==> config.mk <==
export PLATFORM = sky130hd
export DESIGN_NAME = checked_frame_register_executor_flat
export DESIGN_NICKNAME = d
export VERILOG_FILES = /design/src/sv/cfre_pkg.sv /design/src/sv/cfre_if.sv /design/src/sv/cfre_ram.sv /design/src/sv/checked_frame_register_executor.sv /design/src/flat_wrapper.sv
export SDC_FILE = /design/constraint.sdc
export NUM_CORES = 2
export LEC_CHECK = 0
export BUFFER_PORTS_ARGS = -buffer_cell sky130_fd_sc_hd__buf_2
export CORE_MARGIN = 2
export CORE_UTILIZATION = 26
export DETAILED_ROUTE_END_ITERATION = 6
export GPL_ROUTABILITY_DRIVEN = 0
export PLACE_DENSITY = 0.46
export RECOVER_POWER = 100
export SLEW_MARGIN = 20
export SYNTH_ARGS = -nofsm -noshare
export SYNTH_HDL_FRONTEND = slang
export SYNTH_SLANG_ARGS = --single-unit
==> constraint.sdc <==
create_clock -name clk -period 24.7 [get_ports clk]
set_input_delay 1.235 -clock clk [delete_from_list [all_inputs] [get_ports clk]]
set_output_delay 1.235 -clock clk [all_outputs]
set_load 0.02 [all_outputs]
==> src/sv/cfre_pkg.sv <==
`default_nettype none

package cfre_pkg;

    // Widths of the request and result fields.
    localparam int unsigned OP_W    = 3;
    localparam int unsigned IDX_W   = 4;
    localparam int unsigned VALUE_W = 64;
    localparam int unsigned RIU_W   = 5;

    // Operation codes; the codes above OP_READ do nothing.
    localparam logic [OP_W-1:0] OP_LOAD  = 3'd0;
    localparam logic [OP_W-1:0] OP_DEC   = 3'd1;
    localparam logic [OP_W-1:0] OP_INC   = 3'd2;
    localparam logic [OP_W-1:0] OP_FRAME = 3'd3;
    localparam logic [OP_W-1:0] OP_READ  = 3'd4;

    // Number of registers in use after reset.
    localparam logic [RIU_W-1:0] RIU_RESET = 5'd16;

    // Result status codes.
    typedef enum logic [1:0] {
        ST_OK    = 2'd0,
        ST_OVER  = 2'd1,
        ST_UNDER = 2'd2,
        ST_INDEX = 2'd3
    } status_t;

    // One register file write.
    typedef struct packed {
        logic                 en;
        logic [IDX_W-1:0]     idx;
        logic [VALUE_W-1:0]   data;
    } rf_write_t;

endpackage

`default_nettype wire

==> src/sv/cfre_if.sv <==
`default_nettype none

// Request channel: one operation on the register file.
interface cfre_item_if;
    import cfre_pkg::*;

    logic                        valid;
    logic                        ready;
    logic [OP_W-1:0]             op;
    logic [IDX_W-1:0]            target_reg;
    logic [IDX_W-1:0]            stack_reg;
    logic [VALUE_W-1:0]          byte_count;
    logic signed [VALUE_W-1:0]   displacement;
    logic signed [VALUE_W-1:0]   load_value;

    modport source (
        output valid, op, target_reg, stack_reg, byte_count, displacement, load_value,
        input  ready
    );
    modport sink (
        input  valid, op, target_reg, stack_reg, byte_count, displacement, load_value,
        output ready
    );
endinterface

// Result channel: status and resulting register value.
interface cfre_result_if;
    import cfre_pkg::*;

    logic                        valid;
    logic                        ready;
    status_t                     status;
    logic signed [VALUE_W-1:0]   result_value;

    modport source (
        output valid, status, result_value,
        input  ready
    );
    modport sink (
        input  valid, status, result_value,
        output ready
    );
endinterface

// Configuration write channel for the register count in use.
interface cfre_cfg_if;
    import cfre_pkg::*;

    logic                 valid;
    logic                 ready;
    logic [RIU_W-1:0]     registers_in_use;

    modport source (
        output valid, registers_in_use,
        input  ready
    );
    modport sink (
        input  valid, registers_in_use,
        output ready
    );
endinterface

`default_nettype wire

==> src/sv/cfre_ram.sv <==
`default_nettype none

module cfre_ram #(
    parameter int unsigned WIDTH = 64,
    parameter int unsigned DEPTH = 16
) (
    input  wire logic                       clk,
    input  wire logic                       wr_en,
    input  wire logic [$clog2(DEPTH)-1:0]   wr_addr,
    input  wire logic [WIDTH-1:0]           wr_data,
    input  wire logic                       rd_en,
    input  wire logic [$clog2(DEPTH)-1:0]   rd_addr,
    output logic [WIDTH-1:0]                rd_data
);

    logic [WIDTH-1:0] mem [DEPTH];

    // One write port and one registered read port; a read of the address
    // being written returns the old contents.
    always_ff @(posedge clk)
    begin
        if (wr_en)
        begin
            mem[wr_addr] <= wr_data;
        end
        if (rd_en)
        begin
            rd_data <= mem[rd_addr];
        end
    end

endmodule

`default_nettype wire

==> src/sv/checked_frame_register_executor.sv <==
// Checked frame register executor.
//
// A file of signed 64-bit registers, all zero after reset. Each request on
// the item channel loads a register, reads one back, decrements or
// increments a stack pointer register by an unsigned byte count, or sets a
// frame base register to a stack pointer plus a signed displacement. Every
// request gives exactly one response on the result channel with a status
// and the value now held by the register concerned (zero on any error).
// The cfg channel sets how many registers may be indexed; it is always ready
// and should be written only while no request is in flight.
//
// The response passes through the execute stage and the output register:
// the register file read is registered alongside the request in the execute
// stage, then the checked 66-bit add and the write-back run together into
// the output register. A request may be accepted in every cycle while the
// receiver does not stall; a write to the register read by the following
// request is forwarded. When the receiver stalls, one request waits in the
// execute stage and the item channel drops ready. Reset (rst_n, active low,
// asynchronous) empties both stages, marks every register as zero and sets
// the count in use to sixteen.
`default_nettype none

module checked_frame_register_executor #(
    parameter int unsigned NUM_REGS = 16
) (
    input  wire logic       clk,
    input  wire logic       rst_n,
    cfre_item_if.sink       item,
    cfre_result_if.source   result,
    cfre_cfg_if.sink        cfg
);
    import cfre_pkg::*;

    localparam int unsigned AW = $clog2(NUM_REGS);
    localparam logic [8:0] REG_COUNT_W = 9'(NUM_REGS);

    // Register index to register file address.
    function automatic logic [AW-1:0] to_addr(input logic [IDX_W-1:0] idx);
        logic [8:0] ext;
        ext = {5'b0, idx};
        return ext[AW-1:0];
    endfunction

    // Control and configuration state.
    logic [RIU_W-1:0]        riu_reg;
    logic                    s1_valid_reg;
    logic                    out_valid_reg;
    logic [NUM_REGS-1:0]     written_reg;

    // Execute stage payload.
    logic [OP_W-1:0]         s1_op_reg;
    logic [IDX_W-1:0]        s1_tgt_reg;
    logic [IDX_W-1:0]        s1_stk_reg;
    logic [VALUE_W-1:0]      s1_count_reg;
    logic [VALUE_W-1:0]      s1_disp_reg;
    logic [VALUE_W-1:0]      s1_load_reg;
    logic                    s1_hit_reg;
    logic                    s1_rd_valid_reg;
    logic [VALUE_W-1:0]      s1_byp_reg;

    // Output register payload.
    status_t                 out_status_reg;
    logic [VALUE_W-1:0]      out_value_reg;

    logic                    accept;
    logic                    advance;
    logic [IDX_W-1:0]        rd_idx;
    logic [VALUE_W-1:0]      ram_rdata;
    logic [VALUE_W-1:0]      operand;
    logic [8:0]              lim_eff;
    logic                    tgt_ok;
    logic                    stk_ok;
    logic [VALUE_W+1:0]      add_a;
    logic [VALUE_W+1:0]      add_b;
    logic                    add_cin;
    logic [VALUE_W+1:0]      sum;
    status_t                 range_status;
    status_t                 status_next;
    logic [VALUE_W-1:0]      value_next;
    rf_write_t               wr;

    // Handshakes: the execute stage frees up whenever the output register
    // can take its result.
    assign advance    = s1_valid_reg && (!out_valid_reg || result.ready);
    assign item.ready = !s1_valid_reg || advance;
    assign accept     = item.valid && item.ready;
    assign cfg.ready  = 1'b1;

    assign rd_idx = (item.op == OP_READ) ? item.target_reg : item.stack_reg;

    cfre_ram #(
        .WIDTH (VALUE_W),
        .DEPTH (NUM_REGS)
    ) u_rf (
        .clk     (clk),
        .wr_en   (wr.en),
        .wr_addr (to_addr(wr.idx)),
        .wr_data (wr.data),
        .rd_en   (accept),
        .rd_addr (to_addr(rd_idx)),
        .rd_data (ram_rdata)
    );

    // Source operand: forwarded write, stored value, or zero if never written.
    always_comb
    begin
        if (s1_hit_reg)
        begin
            operand = s1_byp_reg;
        end
        else if (s1_rd_valid_reg)
        begin
            operand = ram_rdata;
        end
        else
        begin
            operand = '0;
        end
    end

    // Index checks against the smaller of the count in use and the file size.
    always_comb
    begin
        if ({4'b0, riu_reg} < REG_COUNT_W)
        begin
            lim_eff = {4'b0, riu_reg};
        end
        else
        begin
            lim_eff = REG_COUNT_W;
        end
        tgt_ok = ({5'b0, s1_tgt_reg} < lim_eff);
        stk_ok = ({5'b0, s1_stk_reg} < lim_eff);
    end

    // Exact 66-bit sum, then a range check against signed 64 bits.
    always_comb
    begin
        add_a   = {{2{operand[VALUE_W-1]}}, operand};
        add_b   = {{2{s1_disp_reg[VALUE_W-1]}}, s1_disp_reg};
        add_cin = 1'b0;
        if (s1_op_reg == OP_DEC)
        begin
            add_b   = ~{2'b0, s1_count_reg};
            add_cin = 1'b1;
        end
        else if (s1_op_reg == OP_INC)
        begin
            add_b = {2'b0, s1_count_reg};
        end
        sum = add_a + add_b + {{(VALUE_W+1){1'b0}}, add_cin};

        if (!sum[VALUE_W+1] && (sum[VALUE_W:VALUE_W-1] != 2'b00))
        begin
            range_status = ST_OVER;
        end
        else if (sum[VALUE_W+1] && (sum[VALUE_W:VALUE_W-1] != 2'b11))
        begin
            range_status = ST_UNDER;
        end
        else
        begin
            range_status = ST_OK;
        end
    end

    // Operation decode: status, response value and register write.
    always_comb
    begin
        status_next = ST_OK;
        value_next  = '0;
        wr.en       = 1'b0;
        wr.idx      = s1_tgt_reg;
        wr.data     = sum[VALUE_W-1:0];
        case (s1_op_reg)
            OP_LOAD:
            begin
                if (!tgt_ok)
                begin
                    status_next = ST_INDEX;
                end
                else
                begin
                    value_next = s1_load_reg;
                    wr.en      = 1'b1;
                    wr.data    = s1_load_reg;
                end
            end
            OP_DEC, OP_INC:
            begin
                wr.idx = s1_stk_reg;
                if (!stk_ok)
                begin
                    status_next = ST_INDEX;
                end
                else
                begin
                    status_next = range_status;
                    if (range_status == ST_OK)
                    begin
                        value_next = sum[VALUE_W-1:0];
                        wr.en      = 1'b1;
                    end
                end
            end
            OP_FRAME:
            begin
                if (!tgt_ok || !stk_ok)
                begin
                    status_next = ST_INDEX;
                end
                else
                begin
                    status_next = range_status;
                    if (range_status == ST_OK)
                    begin
                        value_next = sum[VALUE_W-1:0];
                        wr.en      = 1'b1;
                    end
                end
            end
            OP_READ:
            begin
                if (!tgt_ok)
                begin
                    status_next = ST_INDEX;
                end
                else
                begin
                    value_next = operand;
                end
            end
            default:
            begin
                status_next = ST_OK;
            end
        endcase
        wr.en = wr.en && advance;
    end

    // Control state: stage valids, written marks and the register count.
    always_ff @(posedge clk or negedge rst_n)
    begin
        if (!rst_n)
        begin
            riu_reg       <= RIU_RESET;
            s1_valid_reg  <= 1'b0;
            out_valid_reg <= 1'b0;
            written_reg   <= '0;
        end
        else
        begin
            if (cfg.valid && cfg.ready)
            begin
                riu_reg <= cfg.registers_in_use;
            end
            if (accept)
            begin
                s1_valid_reg <= 1'b1;
            end
            else if (advance)
            begin
                s1_valid_reg <= 1'b0;
            end
            if (advance)
            begin
                out_valid_reg <= 1'b1;
            end
            else if (result.ready)
            begin
                out_valid_reg <= 1'b0;
            end
            if (wr.en)
            begin
                written_reg[to_addr(wr.idx)] <= 1'b1;
            end
        end
    end

    // Execute stage payload, captured with the register file read.
    always_ff @(posedge clk)
    begin
        if (accept)
        begin
            s1_op_reg       <= item.op;
            s1_tgt_reg      <= item.target_reg;
            s1_stk_reg      <= item.stack_reg;
            s1_count_reg    <= item.byte_count;
            s1_disp_reg     <= item.displacement;
            s1_load_reg     <= item.load_value;
            s1_hit_reg      <= wr.en && (wr.idx == rd_idx);
            s1_byp_reg      <= wr.data;
            s1_rd_valid_reg <= written_reg[to_addr(rd_idx)];
        end
        if (advance)
        begin
            out_status_reg <= status_next;
            out_value_reg  <= value_next;
        end
    end

    assign result.valid        = out_valid_reg;
    assign result.status       = out_status_reg;
    assign result.result_value = out_value_reg;

endmodule

`default_nettype wire
==> src/flat_wrapper.sv <==
// flat-port wrapper written by rule: the top's interface ports become plain ports
module checked_frame_register_executor_flat import cfre_pkg::*;
#(
    parameter int unsigned NUM_REGS = 16
)
  (clk, rst_n, item_valid, item_op, item_target_reg, item_stack_reg, item_byte_count, item_displacement, item_load_value, item_ready, result_valid, result_status, result_result_value, result_ready, cfg_valid, cfg_registers_in_use, cfg_ready);
  cfre_item_if item_i ();
  cfre_result_if result_i ();
  cfre_cfg_if cfg_i ();
  input  wire logic clk;
  input  wire logic rst_n;
  input wire logic [$bits(item_i.valid)-1:0] item_valid;
  input wire logic [$bits(item_i.op)-1:0] item_op;
  input wire logic [$bits(item_i.target_reg)-1:0] item_target_reg;
  input wire logic [$bits(item_i.stack_reg)-1:0] item_stack_reg;
  input wire logic [$bits(item_i.byte_count)-1:0] item_byte_count;
  input wire logic [$bits(item_i.displacement)-1:0] item_displacement;
  input wire logic [$bits(item_i.load_value)-1:0] item_load_value;
  output wire logic [$bits(item_i.ready)-1:0] item_ready;
  output wire logic [$bits(result_i.valid)-1:0] result_valid;
  output wire logic [$bits(result_i.status)-1:0] result_status;
  output wire logic [$bits(result_i.result_value)-1:0] result_result_value;
  input wire logic [$bits(result_i.ready)-1:0] result_ready;
  input wire logic [$bits(cfg_i.valid)-1:0] cfg_valid;
  input wire logic [$bits(cfg_i.registers_in_use)-1:0] cfg_registers_in_use;
  output wire logic [$bits(cfg_i.ready)-1:0] cfg_ready;
  assign item_i.valid = item_valid;
  assign item_i.op = item_op;
  assign item_i.target_reg = item_target_reg;
  assign item_i.stack_reg = item_stack_reg;
  assign item_i.byte_count = item_byte_count;
  assign item_i.displacement = item_displacement;
  assign item_i.load_value = item_load_value;
  assign item_ready = item_i.ready;
  assign result_valid = result_i.valid;
  assign result_status = result_i.status;
  assign result_result_value = result_i.result_value;
  assign result_i.ready = result_ready;
  assign cfg_i.valid = cfg_valid;
  assign cfg_i.registers_in_use = cfg_registers_in_use;
  assign cfg_ready = cfg_i.ready;
  checked_frame_register_executor #(.NUM_REGS(NUM_REGS)) u_core (.clk(clk), .rst_n(rst_n), .item(item_i), .result(result_i), .cfg(cfg_i));
endmodule
After elaboration in Yosys (flattened, before gate mapping)
Memory sizes are Yosys's and may differ from the RTL's. A register that Yosys moved wholly into a read port is not among the register bits.
Cells that the tools add are included.
{"block": "word_totals", "ff_bits": 358, "inputBits": 213, "mem_count": 1, "word_cells": 92, "out_inout_bits": 69, "ramBits": 1024}
{"memory": "u_core.u_rf.mem", "depth": 16, "word_bits": 64, "read_ports": 1, "rd_clocked_by_memory_dff": 1, "wr": 1, "line": "cfre_ram.sv:16", "text": "logic [WIDTH-1:0] mem [DEPTH];"}
{"block": "op_classes", "add_sub_neg": 2, "n_mux": 37, "n_lt_le_gt_ge": 6, "reduce_logical": 22, "bitwise_logic": 2, "eq_ne": 7}
{"cell": "$mux W64", "count": 9}
{"cell": "$pmux W64 S4", "count": 1}
{"cell": "$mux W66", "count": 2}
{"cell": "$add A66 B1 Y66", "count": 1}
{"cell": "$add A66 B66 Y66", "count": 1}
{"cell": "$not A64 Y66", "count": 1}
{"cell": "$or A16 B16 Y16", "count": 1}
{"cell": "$mux W1", "count": 13}
{"cell": "$lt A4 B5 Y1", "count": 2}
{"cell": "$lt A4 B5 Y1 const B", "count": 2}
{"cell": "$mux W2", "count": 5}
{"cell": "$mux W4", "count": 2}
{"cell": "$logic_and A1 B1 Y1", "count": 7}
{"cell": "$eq A3 B2 Y1 const B", "count": 2}
{"cell": "$eq A3 B3 Y1 const B", "count": 2}
{"cell": "$pmux W2 S3", "count": 1}
{"cell": "$reduce_bool A2 Y1", "count": 3}
{"cell": "$logic_not A1 Y1", "count": 5}
{"cell": "$lt A5 B5 Y1 const B", "count": 1}
{"cell": "$mux W5", "count": 1}
{"cell": "$bmux W1 S4", "count": 1}
{"cell": "$demux W1 S4", "count": 1}
{"cell": "$eq A4 B4 Y1", "count": 1}
{"cell": "$ge A4 B1 Y1 const B", "count": 1}
{"cell": "other kinds (7)", "count": 10}

Longest topological paths before layout
{"block": "depth", "word_depth": 16, "ltp_mapped": 20, "mapped_depth_nobuf": 17}

Hierarchy
Synthesis repeated with hierarchy kept, for this count alone.
{"block": "hier_totals", "hier_cells": 3352, "hier_area_um2": 59583.4}
{"mod": "cfre_ram", "seq_area_each_um2": 32671.3, "instances": 1, "cells_per_inst": 1647, "area_per_inst_um2": 40222.3}
{"mod": "checked_frame_register_executor", "seq_area_each_um2": 10636.5, "instances": 1, "cells_per_inst": 1705, "area_per_inst_um2": 19361.1}

Worst setup path after synthesis
OpenSTA, ideal clock, no wires.
{"block": "synth_timing", "path_kind": "input-to-reg", "startpoint": "in result_ready", "endpoint": "reg u_core.s1_byp_reg[0], enable pin", "arrival_ns": 9.070, "stages": 2, "path_slack_ns": 14.894, "setup_ns": 0.736, "t_required_ns": 23.964, "n_path_buf": 0, "path_cell_list": "nand3b_1 -> and2_1"}
{"block": "synth_between", "elab_chain_cells": 4}
{"element": "start: declaration", "line": "flat_wrapper.sv:23", "text": "input wire logic [$bits(result_i.ready)-1:0] result_ready;"}
{"element": "$logic_or A1 B1 Y1", "line": "checked_frame_register_executor.sv:84", "text": "assign advance = s1_valid_reg && (!out_valid_reg || result.ready);"}
{"element": "$logic_and A1 B1 Y1", "line": "checked_frame_register_executor.sv:84"}
{"element": "$logic_or A1 B1 Y1", "line": "checked_frame_register_executor.sv:85", "text": "assign item.ready = !s1_valid_reg || advance;"}
{"element": "$logic_and A1 B1 Y1", "line": "checked_frame_register_executor.sv:86", "text": "assign accept = item.valid && item.ready;"}
{"element": "net u_core.accept", "line": "checked_frame_register_executor.sv:65", "text": "logic accept;"}
{"element": "end signal: assignment", "line": "checked_frame_register_executor.sv:292", "text": "s1_byp_reg <= wr.data;"}
{"element": "end: declaration", "line": "checked_frame_register_executor.sv:59", "text": "logic [VALUE_W-1:0] s1_byp_reg;"}
The timed path passes the listed nets, and every way through them passes these cells.
A chain may end at the register's enable or synchronous reset.

Worst setup path after layout
{"block": "layout_timing", "startpoint": "reg u_core.s1_op_reg[2]", "endpoint": "mem u_core.u_rf.mem[0][46], enable pin"}
{"block": "layout_between", "elab_chain_cells": 16, "word_cells_on_any_way": 26, "cone_classes": "2 x add/sub; 4 x eq/ne; 12 x mux; 8 x reduce/logical"}
{"element": "start: declaration", "line": "checked_frame_register_executor.sv:51", "text": "logic [OP_W-1:0] s1_op_reg;"}
{"element": "start signal: assignment", "line": "checked_frame_register_executor.sv:285", "text": "s1_op_reg <= item.op;"}
{"element": "$eq A3 B2 Y1", "line": "checked_frame_register_executor.sv:147, checked_frame_register_executor.sv:175"}
{"element": "$mux W66", "line": "checked_frame_register_executor.sv:147", "text": "else if (s1_op_reg == OP_INC)"}
{"element": "$mux W66", "line": "checked_frame_register_executor.sv:142", "text": "if (s1_op_reg == OP_DEC)"}
{"element": "$add A66 B66 Y66", "line": "checked_frame_register_executor.sv:151", "text": "sum = add_a + add_b + {{(VALUE_W+1){1'b0}}, add_cin};"}
{"element": "$add A66 B1 Y66", "line": "checked_frame_register_executor.sv:151"}
{"element": "$ne A2 B2 Y1", "line": "checked_frame_register_executor.sv:157", "text": "else if (sum[VALUE_W+1] && (sum[VALUE_W:VALUE_W-1] != 2'b11))"}
{"element": "$logic_and A1 B1 Y1", "line": "checked_frame_register_executor.sv:157"}
{"element": "$mux W2", "line": "checked_frame_register_executor.sv:157"}
{"element": "$mux W2", "line": "checked_frame_register_executor.sv:153", "text": "if (!sum[VALUE_W+1] && (sum[VALUE_W:VALUE_W-1] != 2'b00))"}
{"element": "$logic_not A2 Y1", "line": "checked_frame_register_executor.sv:199, checked_frame_register_executor.sv:215"}
{"element": "$mux W1", "line": "checked_frame_register_executor.sv:199, checked_frame_register_executor.sv:215"}
{"element": "$mux W1 (on tied branches)", "line": "checked_frame_register_executor.sv:208, checked_frame_register_executor.sv:192"}
{"element": "$pmux W1 S3", "line": "checked_frame_register_executor.sv:175", "text": "case (s1_op_reg)"}
{"element": "$logic_and A1 B1 Y1", "line": "checked_frame_register_executor.sv:238", "text": "wr.en = wr.en && advance;"}
{"element": "$mux W1", "line": "cfre_ram.sv:22", "text": "if (wr_en)"}
{"element": "$mux W1 (not written as such)", "line": "cfre_ram.sv:24", "text": "mem[wr_addr] <= wr_data;"}
{"element": "end: declaration", "line": "cfre_ram.sv:16"}
Parallel ways exist; a longest one is shown, timed or not.

==> results.txt <==
----------------------------------------------------
[Outcome]
  Outcome ... complete, but fails checks
  Violations in the final reports ... DRC, capacitance limit, slew limit

[STA]
  Setup-violating endpoint count in the final report ... 0
  Final min period ... 14,170 ps
  Setup total negative slack ... 0 ps
  Fmax ... 0.0706 GHz
  Unrepaired setup endpoints after global routing ... no
  Worst slew pin tran ... 4660 ps
  Ratio of final minimum period to clock period ... 57.4%
  Endpoints failing hold ... 0
  Headroom to the max-slew limit ... -210%
  Skew final ... 28.7 ps
  Number of pins exceeding their max-slew limit in the final report ... 2,263

[Detailed routing]
  Number of DRC violations after detailed-routing iteration 0 ... 3,697
  Routed WL ... 188,000 microns
  Wire length on met2 ... 81,700 microns
  Via count ... 39,300
  Met3 WL post-DR ... 11,900 microns
  Total DRC errors in the routed layout ... 1
  Wire length per cell after detailed routing ... 23.7 microns
  Initial DRT Pass Iterations ... 7
  ANT nets after route ... 0
  Met1 Routed Length ... 90,600 microns
  Via density per instance ... 4.94
  Top routing layer in use ... met4

[Cells and area]
  Ratio of cells with drive above 1 in the final layout ... 8.66%
  Post-layout nets ... 4,966
  Signed area change from the synthesized netlist to the final layout ... 15.0%
  Reg with most FFs ... u_core.u_rf.mem
  Fill cell total of the finished layout ... 23,700
  Max FFs per register ... 1,024
  Number of cells in the finished layout apart from fillers ... 7,946

[Global routing]
  Maximum number of pins on one net before global-route repair ... 183
  Initial antenna violation count ... 20
  Vias in the first global route ... 37,600
  First-pass GRT wire length ... 272,000 microns
  Remaining Overflow, GRT ... 0
  Combined global-route utilization of all metal layers ... 15.1%

[Hold path]
  Hold Path Class ... reg -> reg
  Hold wc startpoint ... u_core.written_reg[7]

[Place]
  Inst Count DP ... 7,678
  Total of buffers placed on input and output ports ... 280
  HPWL reported at the end of detailed placement ... 117,000 microns

[Yosys]
  Warnings from Yosys ... 0
  Prevailing post-synth register cell ... sky130_fd_sc_hd__edfxtp_1
  Net Count, Synth ... 4,786
  Post-Synthesis Cells ... 4,501
  Post-Synthesis Cell Area ... 0.0618 sq mm
  Post-synthesis sequential area ratio ... 70.1%
  Avg Cell Area, Syn ... 13.7 sq um
  Number of synthesized flops with an enable pin ... 1,423
  Total of flip-flops plus latches after synthesis ... 1,446
  Count of distinct cell types in the synthesized netlist ... 78
  Share of flip-flops with an asynchronous set or reset after synthesis ... 1.59%

[Power]
  Internal power contribution ... 0.00468 W
  Ratio of total power to cell area ... 93.3 mW/mm^2
  Static power due to leakage ... 22.7 nW
  Share of power burned in the clock network ... 33.7%
  Worst IR Drop VDD ... 0.0723 mV
  Part of the power in registers ... 47.8%
  Total chip power ... 0.00663 W
  Part of the power in combinational logic ... 18.6%
  Power dissipated by switching net loads ... 0.00195 W
  Switching Fraction ... 29.4%

[Clocking]
  Post-CTS Resized ... 0
  Clock root cell ... sky130_fd_sc_hd__clkbuf_16
  CTS H-tree depth ... 4
  Deepest clock path buffer count ... 3
  Later-pin clock latency in the skew report ... 790 ps
  Buffers inserted during post-CTS setup optimization ... 0
  Clock tree from TritonCTS ... yes
  Clock transition at the register clock pins on the worst setup and hold paths after CTS ... 70 ps
  Total number of clock tree sinks ... 1,446
  Total clock buffers created by CTS ... 151
  Cts hold-fix bufs ... 0

[Die]
  # rows ... 178
  DIE WIDTH ... 491 microns
  Floorplan core area ... 0.236 sq mm
  Full die area ... 0.242 sq mm
  Effective utilization at floorplan ... 26.2%
  Number of placed I/O pins ... 282
  Die height ... 491 microns

[Run]
  Number of max-cap violations ... 55

[Critical path]
  Required time worst endpoint ... 25,010 ps
  Crit path from ... u_core.s1_op_reg[2]
  Critical path fanouts, max ... 66
  Startpoint of the most critical register-to-register path ... u_core.s1_op_reg[2]
  Critical Path AT ... 14,480 ps
  Worst Setup Start Kind ... register
  Critical Setup Path Class ... reg -> reg
  Critical Path End Type ... register

----------------------------------------------------
layout make-up:
type | instances | area (sq um) | area share [%]
well taps | 3150 | 3940 | 5.55
diodes | 4 | 10.0 | 0.0141
clock inverters | 68 | 649 | 0.914
flip-flops and latches | 1446 | 43300 | 60.9
clock buffers | 196 | 4110 | 5.78
repair buffers | 352 | 1660 | 2.34
inverters | 26 | 98.8 | 0.139
multi-input cells | 2704 | 17300 | 24.3
cells in the mapped netlist, types with 5 or more instances:
cell                        instances  area, sq um
sky130_fd_sc_hd__a211o_1            6         52.6
sky130_fd_sc_hd__a211oi_1         387         2910
sky130_fd_sc_hd__a21o_1            20          150
sky130_fd_sc_hd__a21oi_1          337         1690
sky130_fd_sc_hd__a22o_1            61          534
sky130_fd_sc_hd__a22oi_1            5         37.5
sky130_fd_sc_hd__a311oi_1         131         1150
sky130_fd_sc_hd__a31oi_1          140          876
sky130_fd_sc_hd__a41oi_1            5         43.8
sky130_fd_sc_hd__and2_1           265         1660
sky130_fd_sc_hd__and3_1             8         50.1
sky130_fd_sc_hd__and4_1             6         52.6
sky130_fd_sc_hd__buf_1             20         75.1
sky130_fd_sc_hd__buf_2             12         60.1
sky130_fd_sc_hd__clkbuf_1         290         1090
sky130_fd_sc_hd__dfrtp_1           22          551
sky130_fd_sc_hd__edfxtp_1        1423        42700
sky130_fd_sc_hd__ha_1              70          876
sky130_fd_sc_hd__inv_1             26         97.6
sky130_fd_sc_hd__mux2_2            64          721
sky130_fd_sc_hd__mux2i_1           69          691
sky130_fd_sc_hd__nand2_1          623         2340
sky130_fd_sc_hd__nand2b_1          16          100
sky130_fd_sc_hd__nand3_1           25          125
sky130_fd_sc_hd__nand4_1           22          138
sky130_fd_sc_hd__nor2_1            96          360
sky130_fd_sc_hd__nor2b_1           11         68.8
sky130_fd_sc_hd__nor3_1            13         65.1
sky130_fd_sc_hd__nor4_1             5         31.3
sky130_fd_sc_hd__o211ai_1           9         67.6
sky130_fd_sc_hd__o21a_1            13         97.6
sky130_fd_sc_hd__o21ai_0           70          350
sky130_fd_sc_hd__o21bai_1          11         82.6
sky130_fd_sc_hd__o22ai_1           24          150
sky130_fd_sc_hd__o2bb2ai_1         55          482
sky130_fd_sc_hd__or2_2              6         37.5
sky130_fd_sc_hd__or3_1              5         31.3
sky130_fd_sc_hd__xnor2_1           38          333
sky130_fd_sc_hd__xor2_1            23          201
worst max-delay path: stages, from the launching register on:
cell and delay [ps]:
sky130_fd_sc_hd__edfxtp_1 740, sky130_fd_sc_hd__nor2b_1 170, sky130_fd_sc_hd__nor2b_1 210, sky130_fd_sc_hd__clkinv_1 60, sky130_fd_sc_hd__clkbuf_1 2250, sky130_fd_sc_hd__a21oi_1 210
sky130_fd_sc_hd__a21oi_1 320, sky130_fd_sc_hd__ha_1 330, sky130_fd_sc_hd__a21oi_1 200, sky130_fd_sc_hd__nor2b_1 70, sky130_fd_sc_hd__nor4b_1 880, sky130_fd_sc_hd__a211oi_1 210
sky130_fd_sc_hd__nor3_1 510, sky130_fd_sc_hd__o2111ai_1 290, sky130_fd_sc_hd__and3_1 230, sky130_fd_sc_hd__or4b_1 500, sky130_fd_sc_hd__a41o_1 500, sky130_fd_sc_hd__clkbuf_1 930
sky130_fd_sc_hd__a211oi_1 2220, sky130_fd_sc_hd__clkbuf_1 2650
cells by family (layout without fill, tap and decap cells):
family / Yosys count / in the layout / share of synthesized area, %
flops: 1446 / 1446 / 70.1
buf+inv: 351 / 642 / 2.18
fa+ha+maj: 72 / 72 / 1.48
compound gates: 1319 / 1319 / 14.7
mux: 133 / 133 / 2.28
other cells: 1 / 5 / 0.00607
xor+xnor: 61 / 61 / 0.865
simple gates: 1118 / 1118 / 8.42
worst paths after layout:
check	endpoint	slack, ps	cells past startpoint
min reg2reg	u_core.written_reg[7]	470	2
min in group asynchronous	u_core.riu_reg[1]	810	1
max reg2reg	u_core.u_rf.mem[0][46]	10530	19
max in group asynchronous	u_core.written_reg[5]	23000	1
max	u_core.u_rf.mem[0][46]	10530	19
min	u_core.written_reg[7]	470	2
power by group through the flow:
stage          logic [W]  registers [W]  clock network (W)
6_report         0.00123        0.00317            0.00223
5_1_grt          0.00133        0.00318            0.00238
4_1_cts          0.00126        0.00315            0.00230
3_5_place_dp     0.00126        0.00320                  0
3_3_place_gp     0.00125        0.00320                  0
2_1_floorplan   0.000686        0.00321                  0
through the flow:
| step | cell area [sq um] | setup slack (ps) | hold WS (ps) | utilization (%) |
|---|---|---|---|---|
| final | 71100 | 10530 | 475 | 30.1 |
| after global routing | 71100 | 9340 | 498 | 30.1 |
| after CTS | 71600 | 16340 | 412 | 30.3 |
| after detailed placement | 66800 | 16370 | 461 | 28.3 |
| after global placement | 66800 | 16370 | 452 | 28.3 |
| after floorplan | 61800 | 14890 | 436 | - |
metal layers:
layer,up-vias,GRT usage [%]
met3,222,2.45
met2,1318,22.4
met5,-,0
met4,0,3.97
met1,19900,22.5
li1,17800,-
cells in the final DEF, fill, tap and decap left out, drive strengths merged, types with 22 or more instances in the layout:
cell type and instances:
o21ai 73, a31oi 140, a21oi 337, edfxtp 1423, clkbuf 372, clkinv 48
and2 269, o2bb2ai 55, xnor2 38, nor2 96, xor2 23, nand3 26
inv 31, a311oi 131, a211oi 387, o22ai 24, nand2 623, nand4 22
a22o 61, dfrtp 22, buf 176, ha 70, mux2 64, mux2i 69
No activity file was read; power rests on OpenSTA's default activity.
